### config.mk
export PLATFORM = sky130hd
export DESIGN_NAME = sound_command_assembler_top
export DESIGN_NICKNAME = d
export VERILOG_FILES = /design/src/rtl/core/sca_pkg.sv /design/src/rtl/core/sound_command_assembler_top.sv /design/src/rtl/core/sca_step.sv
export SDC_FILE = /design/constraint.sdc
export NUM_CORES = 1
export LEC_CHECK = 0
export BUFFER_PORTS_ARGS = -buffer_cell sky130_fd_sc_hd__buf_2
export CORE_MARGIN = 2
export CORE_UTILIZATION = 45
export DETAILED_ROUTE_END_ITERATION = 12
export PLACE_DENSITY = 0.74
export SKIP_CTS_REPAIR_TIMING = 1
export SKIP_LAST_GASP = 1
export SLEW_MARGIN = 40
export SYNTH_ARGS = -nofsm -noshare
export SYNTH_HDL_FRONTEND = slang
export SYNTH_SLANG_ARGS = --single-unit
### constraint.sdc
create_clock -name clk -period 4 [get_ports clk]
set_input_delay 0.8 -clock clk [delete_from_list [all_inputs] [get_ports clk]]
set_output_delay 0.8 -clock clk [all_outputs]
set_load 0.03 [all_outputs]
### src/rtl/core/sca_pkg.sv
`default_nettype none
package sca_pkg;

  localparam int HIST_DEPTH = 4;
  localparam int HIST_W     = 9;
  localparam logic [HIST_W-1:0] EMPTY_MARK = 9'h1FF;

  localparam int CFG_IDX_W  = 2;
  localparam int CFG_DATA_W = 8;

  localparam logic [CFG_IDX_W-1:0] CFG_HW_GROUP   = 2'd0;
  localparam logic [CFG_IDX_W-1:0] CFG_ROM_VOLUME = 2'd1;

  localparam logic [2:0] GRP_SIXTEEN_BIT = 3'd0;
  localparam logic [2:0] GRP_PREFIX_7A   = 3'd1;
  localparam logic [2:0] GRP_REPEAT      = 3'd2;
  localparam logic [2:0] GRP_DE          = 3'd3;
  localparam logic [2:0] GRP_DE32        = 3'd4;
  localparam logic [2:0] GRP_STAR        = 3'd5;
  localparam logic [2:0] GRP_NONE        = 3'd6;

  localparam logic [7:0] LEVEL_MAX = 8'd127;

  typedef struct packed {
    logic [HIST_DEPTH-1:0][HIST_W-1:0] hist;
    logic                              phase;
    logic                              filter;
    logic [7:0]                        held;
  } state_t;

  typedef struct packed {
    logic [2:0] hw_group;
    logic       rom_volume;
  } cfg_t;

  typedef struct packed {
    logic        cmd_valid;
    logic [15:0] command;
    logic        stop_music;
    logic        volume_valid;
    logic [6:0]  volume_level;
  } result_t;

endpackage
`default_nettype wire

### src/rtl/core/sound_command_assembler_top.sv
// Sound command assembler.
// Input channel: one command byte per word on in_cmd_byte, valid/ready.
// Result channel: one word per input byte, valid/ready, carrying the
// assembled 16-bit command with its stop-music flag and, where a volume
// sequence completes, the new 7-bit volume level.
// Configuration channel: cfg_index selects hardware group (0) or ROM
// volume enable (1); other indexes are ignored. Always ready; write only
// while the block is idle.
// Flow: an accepted byte lands in the input register; its result is then
// registered when the result register can advance, and is shown from then on.
// Throughput: one byte per cycle unless the receiver stalls; the state update
// is a single pass of compare logic between the input and result registers.
// Reset: history filled with the empty marker, phase and filter clear,
// held byte 0xFF, group 0, ROM volume enabled, both channels empty.
// Receiver stall: the result register holds, an empty input register still
// takes one more byte, then in_ready drops until out_ready returns.
`default_nettype none
module sound_command_assembler_top (
  input  wire  logic                            clk,
  input  wire  logic                            rst_n,
  input  wire  logic                            in_valid,
  output logic                                  in_ready,
  input  wire  logic [7:0]                      in_cmd_byte,
  output logic                                  out_valid,
  input  wire  logic                            out_ready,
  output logic                                  out_cmd_valid,
  output logic [15:0]                           out_command,
  output logic                                  out_stop_music,
  output logic                                  out_volume_valid,
  output logic [6:0]                            out_volume_level,
  input  wire  logic                            cfg_valid,
  output logic                                  cfg_ready,
  input  wire  logic [sca_pkg::CFG_IDX_W-1:0]   cfg_index,
  input  wire  logic [sca_pkg::CFG_DATA_W-1:0]  cfg_data
);

  sca_pkg::cfg_t    cfg_r;
  sca_pkg::state_t  state_r, state_nxt;
  sca_pkg::result_t res_r, res_nxt;
  logic             s1_valid_r;
  logic [7:0]       s1_byte_r;
  logic             out_valid_r;
  logic             advance;

  assign cfg_ready = 1'b1;
  assign advance   = !out_valid_r || out_ready;
  assign in_ready  = !s1_valid_r || advance;

  always_ff @(posedge clk) begin
    if (!rst_n) begin
      cfg_r.hw_group   <= sca_pkg::GRP_SIXTEEN_BIT;
      cfg_r.rom_volume <= 1'b1;
    end else if (cfg_valid && cfg_ready) begin
      case (cfg_index)
        sca_pkg::CFG_HW_GROUP:   cfg_r.hw_group   <= cfg_data[2:0];
        sca_pkg::CFG_ROM_VOLUME: cfg_r.rom_volume <= cfg_data[0];
        default: begin
        end
      endcase
    end
  end

  sca_step u_step (
    .state_i  (state_r),
    .cfg_i    (cfg_r),
    .byte_i   (s1_byte_r),
    .state_o  (state_nxt),
    .result_o (res_nxt)
  );

  always_ff @(posedge clk) begin
    if (!rst_n) begin
      s1_valid_r <= 1'b0;
    end else if (in_valid && in_ready) begin
      s1_valid_r <= 1'b1;
    end else if (advance) begin
      s1_valid_r <= 1'b0;
    end
  end

  always_ff @(posedge clk) begin
    if (in_valid && in_ready) begin
      s1_byte_r <= in_cmd_byte;
    end
  end

  always_ff @(posedge clk) begin
    if (!rst_n) begin
      out_valid_r    <= 1'b0;
      state_r.hist   <= {sca_pkg::HIST_DEPTH{sca_pkg::EMPTY_MARK}};
      state_r.phase  <= 1'b0;
      state_r.filter <= 1'b0;
      state_r.held   <= 8'hFF;
    end else if (advance) begin
      out_valid_r <= s1_valid_r;
      if (s1_valid_r) begin
        state_r <= state_nxt;
      end
    end
  end

  always_ff @(posedge clk) begin
    if (advance && s1_valid_r) begin
      res_r <= res_nxt;
    end
  end

  assign out_valid        = out_valid_r;
  assign out_cmd_valid    = res_r.cmd_valid;
  assign out_command      = res_r.command;
  assign out_stop_music   = res_r.stop_music;
  assign out_volume_valid = res_r.volume_valid;
  assign out_volume_level = res_r.volume_level;

endmodule
`default_nettype wire

### src/rtl/core/sca_step.sv
`default_nettype none
module sca_step (
  input  wire  sca_pkg::state_t  state_i,
  input  wire  sca_pkg::cfg_t    cfg_i,
  input  wire  logic [7:0]       byte_i,
  output sca_pkg::state_t        state_o,
  output sca_pkg::result_t       result_o
);

  sca_pkg::state_t  st;
  sca_pkg::result_t res;
  logic [sca_pkg::HIST_W-1:0] c9, h1, h2, h3, inv9;
  logic             seq;
  logic             vol_hit;
  logic             clear;
  logic [15:0]      cmd;

  always_comb begin
    st    = state_i;
    res   = '0;
    vol_hit = 1'b0;
    clear = 1'b0;
    cmd   = '0;
    c9    = {1'b0, byte_i};
    inv9  = {1'b0, ~byte_i};

    st.phase = ~state_i.phase;
    st.hist[0] = c9;
    for (int i = 1; i < sca_pkg::HIST_DEPTH; i++) begin
      st.hist[i] = state_i.hist[i-1];
    end
    h1 = st.hist[1];
    h2 = st.hist[2];
    h3 = st.hist[3];
    seq = (h3 == 9'h055) && (h2 == 9'h0AA);

    case (cfg_i.hw_group)
      sca_pkg::GRP_SIXTEEN_BIT: begin
        if (seq || (h2 == '0 && h1 == '0 && byte_i == 8'h00)) begin
          if (seq && h1 == inv9 && cfg_i.rom_volume) begin
            vol_hit = 1'b1;
          end
          clear     = 1'b1;
          st.phase  = 1'b0;
          st.filter = 1'b1;
        end else begin
          st.filter = 1'b0;
        end
      end
      sca_pkg::GRP_PREFIX_7A: begin
        st.filter = 1'b0;
        if (h2 == 9'h079 && h1 == inv9) begin
          vol_hit   = cfg_i.rom_volume;
          clear     = 1'b1;
          st.phase  = 1'b0;
          st.filter = 1'b1;
        end else if (h1 == 9'h07A) begin
          st.held  = 8'h7A;
          st.phase = 1'b0;
        end else if (byte_i != 8'h7A) begin
          st.held  = 8'h00;
          st.phase = 1'b0;
        end else begin
          st.phase = 1'b1;
        end
      end
      sca_pkg::GRP_REPEAT: begin
        if (c9 != h1) begin
          st.held  = 8'h00;
          st.phase = 1'b0;
        end else begin
          st.phase = 1'b1;
        end
      end
      sca_pkg::GRP_DE, sca_pkg::GRP_DE32: begin
        if (byte_i != 8'hFF && byte_i != 8'h00) begin
          st.held  = 8'h00;
          st.phase = 1'b0;
        end else begin
          st.phase = 1'b1;
        end
        if (h1 == '0 && byte_i == 8'h00) begin
          st.held  = 8'h00;
          st.phase = 1'b0;
        end
      end
      sca_pkg::GRP_STAR: begin
        st.filter = 1'b0;
        if (h1 == 9'h0FE) begin
          if (byte_i inside {[8'h10:8'h2F]}) begin
            vol_hit   = cfg_i.rom_volume;
            clear     = 1'b1;
            st.phase  = 1'b0;
            st.filter = 1'b1;
          end else if (byte_i inside {[8'h01:8'h0F]}) begin
            st.held   = 8'h00;
            st.phase  = 1'b0;
            st.filter = 1'b1;
          end
        end
        if ((byte_i & 8'hFC) == 8'hFC) begin
          st.phase = 1'b1;
        end
      end
      default: begin
      end
    endcase

    if (vol_hit) begin
      res.volume_valid = 1'b1;
      res.volume_level = (h1 > {1'b0, sca_pkg::LEVEL_MAX}) ? sca_pkg::LEVEL_MAX[6:0] : h1[6:0];
    end

    if (clear) begin
      for (int i = 0; i < sca_pkg::HIST_DEPTH; i++) begin
        st.hist[i] = sca_pkg::EMPTY_MARK;
      end
    end

    if (st.filter || st.phase) begin
      st.held = byte_i;
    end else begin
      cmd           = {st.held, byte_i};
      res.cmd_valid = 1'b1;
      res.command   = cmd;
      case (cfg_i.hw_group)
        sca_pkg::GRP_SIXTEEN_BIT: res.stop_music = (cmd == 16'h03E3);
        sca_pkg::GRP_DE32:        res.stop_music = (cmd == 16'h0018) || (cmd == 16'h0023);
        sca_pkg::GRP_STAR:        res.stop_music = (cmd == 16'h0000) ||
                                                   ((cmd & 16'hF0FF) == 16'hF000);
        default:                  res.stop_music = 1'b0;
      endcase
    end

    state_o  = st;
    result_o = res;
  end

endmodule
`default_nettype wire
# [Yosys cells after proc, flatten, opt, wreduce, memory -nomap -nowiden]
# Cells that the tools add are included.
[word_totals] register_bits=77 elab_cells=115 output_inout_bits=29
[classes] magnitude_cmp=5 n_reduce_logical=32 n_mux=40 bitwise=2 eq_ne=20
[op_table] op="$mux 8" count=9
[op_table] op="$pmux 8 s4" count=1
[op_table] op="$eq 9x7->1 const B" count=3
[op_table] op="$mux 27" count=1
[op_table] op="$mux 10" count=2
[op_table] op="$mux 1" count=19
[op_table] op="$eq 9x8->1 const B" count=2
[op_table] op="$logic_not 9->1" count=2
[op_table] op="$mux 18" count=1
[op_table] op="$eq 16x10->1 const B" count=1
[op_table] op="$eq 16x5->1 const B" count=1
[op_table] op="$eq 16x6->1 const B" count=1
[op_table] op="$logic_not 16->1" count=1
[op_table] op="$eq 12x12->1 const B" count=1
[op_table] op="$logic_and 1x1->1" count=12
[op_table] op="$pmux 1 s3" count=4
[op_table] op="$eq 9x8->1" count=1
[op_table] op="$gt 9x7->1 const B" count=1
[op_table] op="$ne 8x9->1" count=1
[op_table] op="$ge 8x1->1 const B" count=1
[op_table] op="$ge 8x5->1 const B" count=1
[op_table] op="$le 8x4->1 const B" count=1
[op_table] op="$le 8x6->1 const B" count=1
[op_table] op="$logic_not 8->1" count=1
[op_table] op="other kinds (20)" count=30

# [Logic depth before layout (Yosys ltp)]
# Gate-level depths: netlist of run 1.
[depth] ltp_word=10 depth_mapped=11 ltp_nobuf=8

# [Cells and area by module]
# A second synthesis of run 1 with hierarchy kept.
[hier_totals] cells_unflattened=518 area_unflattened_um2=4680.7
[modules_own_cells] mod="sound_command_assembler_top" cells_per_inst=272 area_per_inst_um2=3129.3 n_inst=1
[modules_own_cells] mod="sca_step" cells_per_inst=246 area_per_inst_um2=1551.5 n_inst=1

# [Worst setup path before layout of run 1]
# No wires, ideal clock.
[synth_timing] kind="input to register" from="input port out_ready" to="register res_r (netlist bit out_cmd_valid) (enable)" n_path_buf=2 path_slack_ns=1.429 arrival_time_ns=2.170 setup_time_ns=0.401 required_time_ns=3.599 stages=5 cell_sequence="nor2b_1 -> nand2b_1 -> buf_2 -> inv_1 -> clkbuf_1"
[synth_via] elab_chain_cells=2
[synth_lines] element="start: declaration" line="sound_command_assembler_top.sv:25" text="input wire logic out_ready,"
[synth_lines] element="$logic_or 1x1->1" line="sound_command_assembler_top.sv:46" text="assign advance = !out_valid_r || out_ready;"
[synth_lines] element="$logic_and 1x1->1" line="sound_command_assembler_top.sv:103" text="if (advance && s1_valid_r) begin"
[synth_lines] element="end signal: assignment" line="sound_command_assembler_top.sv:104" text="res_r <= res_nxt;"
[synth_lines] element="end: declaration" line="sound_command_assembler_top.sv:39" text="sca_pkg::result_t res_r, res_nxt;"
# Every way passes these cells.
# A chain may end at the register's enable or synchronous reset.

# [Worst setup path after layout of run 1]
[layout_timing] from="register s1_byte_r[7]" to="register state_r[4] in the netlist's numbering"
[layout_via] elab_chain_cells=9
[layout_lines] element="start: declaration" line="sound_command_assembler_top.sv:41" text="logic [7:0] s1_byte_r;"
[layout_lines] element="start signal: assignment" line="sound_command_assembler_top.sv:83" text="s1_byte_r <= in_cmd_byte;"
[layout_lines] element="$ge 8x1->1 / $le 8x4->1 (equally long branches)" line="sca_step.sv:95" text="end else if (byte_i inside {[8'h01:8'h0F]}) begin"
[layout_lines] element="$logic_and 1x1->1" line="sca_step.sv:95"
[layout_lines] element="$mux 10" line="sca_step.sv:95"
[layout_lines] element="$mux 2" line="sca_step.sv:90" text="if (byte_i inside {[8'h10:8'h2F]}) begin"
[layout_lines] element="$mux 10" line="sca_step.sv:89" text="if (h1 == 9'h0FE) begin"
[layout_lines] element="$mux 1" line="sca_step.sv:101" text="if ((byte_i & 8'hFC) == 8'hFC) begin"
[layout_lines] element="$pmux 1 s5" line="sca_step.sv:37" text="case (cfg_i.hw_group)"
[layout_lines] element="$logic_or 1x1->1" line="sca_step.sv:120" text="if (st.filter || st.phase) begin"
[layout_lines] element="$mux 8 *" line="sca_step.sv:120"
[layout_lines] element="end signal: assignment" line="sound_command_assembler_top.sv:97" text="state_r <= state_nxt;"
[layout_lines] element="end: declaration" line="sound_command_assembler_top.sv:38" text="sca_pkg::state_t state_r, state_nxt;"
# Mark *: on every way between the ends. The rest lies on a longest branch, timed or not.

==> results of run 1 <==
-- power by group --
group	switching, mW	leakage (nW)	internal (mW)	total (mW)
clock network	0.294	0.0895	0.293	0.587
registers	0.0501	0.683	0.875	0.925
logic	0.145	0.896	0.0818	0.226
-- synth_stat cells, drive strengths merged (2+ instances only) --
cell type | number | area share, %
nand2 | 68 | 6.9
dfxtp | 43 | 23
nand3 | 36 | 4.8
edfxtp | 34 | 27
nor2 | 33 | 3.6
buf | 18 | 3.3
a21oi | 14 | 2.0
and2 | 11 | 1.9
nor3 | 11 | 1.6
nor4 | 11 | 2.0
inv | 10 | 1.0
clkbuf | 9 | 0.91
xnor2 | 8 | 1.9
mux2i | 7 | 1.9
o221ai | 7 | 1.6
nand3b | 6 | 1.3
nand4 | 6 | 1.0
nor2b | 6 | 1.0
or4 | 6 | 1.3
or3 | 4 | 0.81
nand4b | 3 | 1.1
o21a | 3 | 0.61
o22a | 3 | 0.71
o31ai | 3 | 0.61
or2 | 3 | 0.50
a211oi | 2 | 0.40
a21boi | 2 | 0.40
and3 | 2 | 0.34
and4 | 2 | 0.47
nand2b | 2 | 0.54
nor3b | 2 | 0.40
o211ai | 2 | 0.77
o21ai | 2 | 0.27
-- area by class of cell --
type                            count  area, µm²
Multi-Input combinational cell    280       1650
Clock inverter                      6       70.1
Clock buffer                       10        128
Timing Repair Buffer               47        240
Inverter                           10       37.5
Sequential cell                    77       1880
Tap cell                          105        131
Fill cell                         759       4000
-- per-layer routing --
layer  global-route usage [%]  vias up  routed length, µm
met4                     7.73        0                136
met1                     27.8     1412               3700
met5                        0        -                  0
met2                     30.2      143               3740
met3                     3.67       12                635
li1                         -     1465                  -
-- state kept, by name (all words and copies together), names as in the netlist, 4 cells and up --
| register | count |
|---|---|
| state_r | 37 |
| cfg_r | 4 |
| out_volume_level | 7 |
| out_command | 16 |
| s1_byte_r | 8 |
-- kinds of logic after synthesis --
| group | synth area share [%] |
|---|---|
| flops | 50.6 |
| compound gates | 8.91 |
| buf+inv | 5.21 |
| simple gates | 31.2 |
| other cells | 0.101 |
| mux | 1.88 |
| xor+xnor | 2.12 |
-- worst max path at each step --
stage / slack (ps) / to / startpoint
after CTS: 990 / state_r[4] / s1_byte_r[6]
after detailed placement: 1000 / state_r[4] / s1_byte_r[6]
after global routing: 780 / state_r[3] / s1_byte_r[4]
final: 950 / state_r[4] / s1_byte_r[7]
after global placement: 1070 / state_r[4] / s1_byte_r[6]
after floorplan: 1430 / out_cmd_valid / out_ready
-- metrics by stage --
stage	power, mW	worst slack [ps]	area [µm²]	hold WS (ps)
2_1_floorplan	1.11	1430	3720	429
6_report	1.74	947	4130	468
3_3_place_gp	1.16	1070	3940	444
5_1_grt	1.82	781	4130	498
4_1_cts	1.75	993	4130	470
3_5_place_dp	1.17	1000	3940	449
-- worst max-delay path, delay by kind of cell, from the launching register on --
family / cells / cell delay (ps)
and+or+nand+nor: 3 / 1100
DFF: 1 / 560
muxes: 1 / 240
AOI/OAI and AO/OA: 4 / 1000
-- layout by cell type (no fill, tap or decap), types with 7 or more instances in the layout --
cell type,Yosys,final
mux2i_1,7,7
dfxtp_1,43,43
edfxtp_1,34,34
o221ai_1,7,7
inv_1,10,10
a21oi_1,13,13
nor4_1,10,10
buf_2,11,45
xnor2_1,8,8
nor3_1,10,10
nand3_1,36,36
clkbuf_8,0,9
and2_1,11,11
nor2_1,31,31
nand2_1,68,68
==> key figures, run 1 <==
Run status
  – Status: finished clean

Timing
  – Worst Max-Slew Pin Slew: 770 ps
  – Final Cycle Share: 76.3%
  – Setup violations, final: 0
  – Rel. slew slack: 48.5%
  – Final hold violations: 0
  – Max frequency: 328 MHz
  – Skew final: 15.1 ps
  – Post-route setup TNS: 0 ps
  – Final min period: 3050 ps
  – Unrepaired setup endpoints after global routing: no
  – Slew Limit Fails: 0

Finish
  – Antenna Cells: 0
  – Final cell count without fillers: 535
  – Layout net count: 448
  – Area grow syn2layout: 11.1%
  – Fin util: 50.8%
  – Fraction of layout instances using a drive strength above 1: 17.7%

Worst setup path
  – Flop2flop setup slack: 950 ps
  – Slowest CP cell: edfxtp_1
  – R2r startpoint: s1_byte_r[7]
  – CP max FO: 20
  – CP max stage delay: 560 ps
  – CP Launch Type: flop
  – Req. time, crit path: 4210 ps
  – CP Class: flop to flop
  – Reg2reg path depth: 8
  – R2R Path End: state_r[4]
  – WP data arrival: 3260 ps
  – Worst Setup End Kind: flop
  – Worst path cell trace: nand4bb_1 -> nor4_2 -> a221oi_1 -> o31ai_1 -> o211ai_4 -> nor2_4 -> mux2i_1 -> o221ai_1

Place
  – # placed instances: 519
  – I/O Buffers: 45
  – Global placement routability congestion: 0.942
  – HPWL Detailed: 5590 µm

GRT
  – Global-route wire length before repair: 13600 µm
  – Total global-route track usage: 19.8%
  – Vias in the first global route: 2758
  – Total grt overflow: 0
  – Largest net degree at the start of global routing: 56
  – Antenna violations before repair: 0

Worst hold path
  – Hold_sp: state_r[30]
  – Worst Hold Depth: 2
  – WHS Endpoint: state_r[30]
  – Hold Crit Class: flop to flop

Drt
  – DR vias: 3032
  – Via density: 5.67
  – DRT Pass-1 Iters: 5
  – Final ANT Viol Nets: 0
  – DRT iter0 DRCs: 410
  – Total wire length: 8220 µm
  – Routed WL per cell: 15.4 µm
  – Post-route DRC: 0

Yosys
  – Mapped Cells: 394
  – #FFs+latches synth: 77
  – EDFF count, synth: 34
  – Sequential cell area fraction in the yosys report: 50.6%
  – Syn Std Cell Area: 3720 µm²
  – Syn nets: 417
  – Post-synth cell types: 64
  – Yosys warns: 0
  – Post-synth top flop: dfxtp_1
  – Avg Inst Size Synth: 9.44 µm²
  – Asr flop ratio synth: 0%

Run
  – Max cap viols: 0

Clock tree
  – H-tree depth: 3
  – CTS tree: built
  – Reg clk slew, reported paths: 80 ps
  – Clock Latency Late Sink: 350 ps
  – Total CTS buffers: 9
  – Clk buf depth: 2
  – Root buf cell: clkbuf_8
  – Total clock sinks: 77

Pwr
  – Worst VDD drop: 197 µV
  – Leak pwr: 1.67 nW
  – PD cells: 421 nW/µm²

Floorplan
  – # IOs: 52
  – Core area: 8130 µm²
  – Row count: 33
  – Height of the chip: 94.9 µm
  – Starting Density: 45.7%
  – Die width: 94.9 µm
  – DIE AREA: 9010 µm²
Power figures use the tool's default switching activity.
==> run 2: changes to the inputs <==
- PLACE_DENSITY: 0.74 -> 0.77
- clock period: 4 -> 2.6 ns (I/O delays scaled with it)
==> run 2 against run 1 <==
Effect of this change: utilization grew 3.0 points; critical path depth is the same; die area is the same; critical path type unchanged; critical endpoint is now out_stop_music; largest cell class unchanged.
==> key figures, run 2 (synthesized netlist as in run 1, its figures left out) <==
Drt
  – Routed WL per cell: 14.8 µm (-3.4%)
  – Via density: 5.58 (-1.6%)
  – Post-route DRC: 0 (unchanged)
  – DRT iter0 DRCs: 222 (-46%)
  – DRT Pass-1 Iters: 5 (unchanged)
  – DR vias: 3150 (+3.9%)
  – Final ANT Viol Nets: 0 (unchanged)
  – Total wire length: 8380 µm (+2.0%)

Finish
  – Area grow syn2layout: 17.8%
  – Number of fill cells in the layout: 756 (-0.40%)
  – Biggest register: state_r
  – Fraction of layout instances using a drive strength above 1: 23.7% (+6.0 points)
  – Most frequent cells in the layout: nand2_1 (68), buf_2 (45), dfxtp_1 (41)
  – Most common cell after layout, fill and taps aside: nand2_1
  – Antenna Cells: 0 (unchanged)
  – Final cell count without fillers: 565 (+5.6%)
  – Fin util: 53.9% (+3.0 points)
  – Layout net count: 478 (+6.7%)
  – Max reg flops: 37 (unchanged)

Floorplan
  – # IOs: 52 (unchanged)
  – Starting Density: 45.7% (unchanged)
  – Core area: 8130 µm² (unchanged)
  – Height of the chip: 94.9 µm (unchanged)
  – DIE AREA: 9010 µm² (unchanged)
  – Die width: 94.9 µm (unchanged)
  – Row count: 33 (unchanged)

Clock tree
  – Clk buf depth: 2 (unchanged)
  – H-tree depth: 3 (unchanged)
  – Reg clk slew, reported paths: 80 ps (about the same)
  – Total CTS buffers: 9 (unchanged)
  – Total clock sinks: 77 (unchanged)
  – Root buf cell: clkbuf_8
  – Clock Latency Late Sink: 350 ps (about the same)
  – CTS tree: built

Pwr
  – PD cells: 621 nW/µm² (+48%)
  – Leak pwr: 1.83 nW (+9.6%)
  – Worst VDD drop: 270 µV (+37%)
  – Power, Total: 2.72 mW (+56%)

Worst setup path
  – CP max stage delay: 480 ps (-80 ps)
  – WP data arrival: 2690 ps (-570 ps)
  – Worst Setup End Kind: flop
  – Worst path cell trace: nor3_1 -> and3_1 -> nand2_1 -> a211o_1 -> or4_1 -> a31oi_1 -> o21ai_1 -> a21boi_1
  – CP Launch Type: flop
  – CP Class: flop to flop
  – CP max FO: 8 (-60%)
  – Req. time, crit path: 2800 ps (-1410 ps)
  – Slowest CP cell: or4_1

Timing
  – Final min period: 2500 ps (-557 ps)
  – Final hold violations: 0 (unchanged)
  – Setup violations, final: 0 (unchanged)
  – Max frequency: 401 MHz (+22%)
  – Post-route setup TNS: 0 ps (unchanged)
  – Slew Limit Fails: 0 (unchanged)
  – Unrepaired setup endpoints after global routing: yes
  – Worst setup margin: 105 ps (-843 ps)
  – Rel. slew slack: 60.2% (+12 points)
  – Skew final: 8.71 ps (-6.35 ps)
  – Worst Max-Slew Pin Slew: 595 ps (-175 ps)
  – Final Cycle Share: 96.0% (+20 points)

Place
  – Worst setup slack after placement: 124 ps (-879 ps)
  – Global placement routability congestion: 0.932 (-1.1%)
  – # placed instances: 548 (+5.6%)
  – HPWL Detailed: 6040 µm (+8.0%)
  – I/O Buffers: 45 (unchanged)

Run
  – Max cap viols: 0 (unchanged)

GRT
  – Largest net degree at the start of global routing: 37 (-34%)
  – Total grt overflow: 0 (unchanged)
  – Global-route wire length before repair: 13500 µm (-0.31%)
  – Total global-route track usage: 19.5% (-0.24 points)
  – Vias in the first global route: 2877 (+4.3%)
  – Antenna violations before repair: 0 (unchanged)

Run status
  – Status: finished clean

Worst hold path
  – Hold Crit Class: input pin to flop
[run 2: changes by cell type in the layout (fill, tap and decap cells not counted), sizes merged]
cell      change
inv           +2
buf          +30
clkinvlp      -1
clkbuf        -1
[run 2: area by class of cell]
class	count	area (µm²)	area share (%)
multi-input cells	280	1650	37.6
well taps	105	131	3.00
repair buffers	77	478	10.9
flip-flops and latches	77	1880	43.0
clock inverters	7	80.1	1.83
clock buffers	9	124	2.83
inverters	10	37.5	0.857
[run 2: path summary, 6_finish.rpt]
check	startpoint	endpoint	slack [ps]	cells after the start
worst max-delay path	state_r[18]	out_stop_music	100	8
worst max register to register	state_r[18]	out_stop_music	100	8
worst min register to register	state_r[30]	state_r[30]	470	2
worst min-delay path	in_cmd_byte[5]	s1_byte_r[5]	350	1
[run 2: power breakdown]
group | internal (mW) | switching [mW] | leakage [nW]
registers | 1.35 | 0.0531 | 0.682
logic | 0.162 | 0.256 | 1.05
clock network | 0.456 | 0.447 | 0.0987
total | 1.96 | 0.756 | 1.83
[run 2: metal layers]
layer,part of all wire [%],vias to the layer above,GRT usage [%],wire length (µm)
met5,0,-,0,0
met4,1.4,0,5.80,116
met3,8.0,12,4.55,672
met2,47,154,32.3,3910
met1,44,1458,25.5,3690
li1,-,1526,-,-
[run 2: worst max-delay path, delay by kind of cell, from the launching register on]
| family | cells | cell delay (ps) |
|---|---|---|
| and+or+nand+nor | 4 | 1200 |
| DFF | 1 | 400 |
| AOI/OAI and AO/OA | 4 | 740 |
[run 2: metrics by stage]
step	hold slack, ps	area, µm²
after detailed placement	451	4170
final	347	4380
after floorplan	429	3720
after global placement	443	4170
after CTS	332	4370
after global routing	330	4380
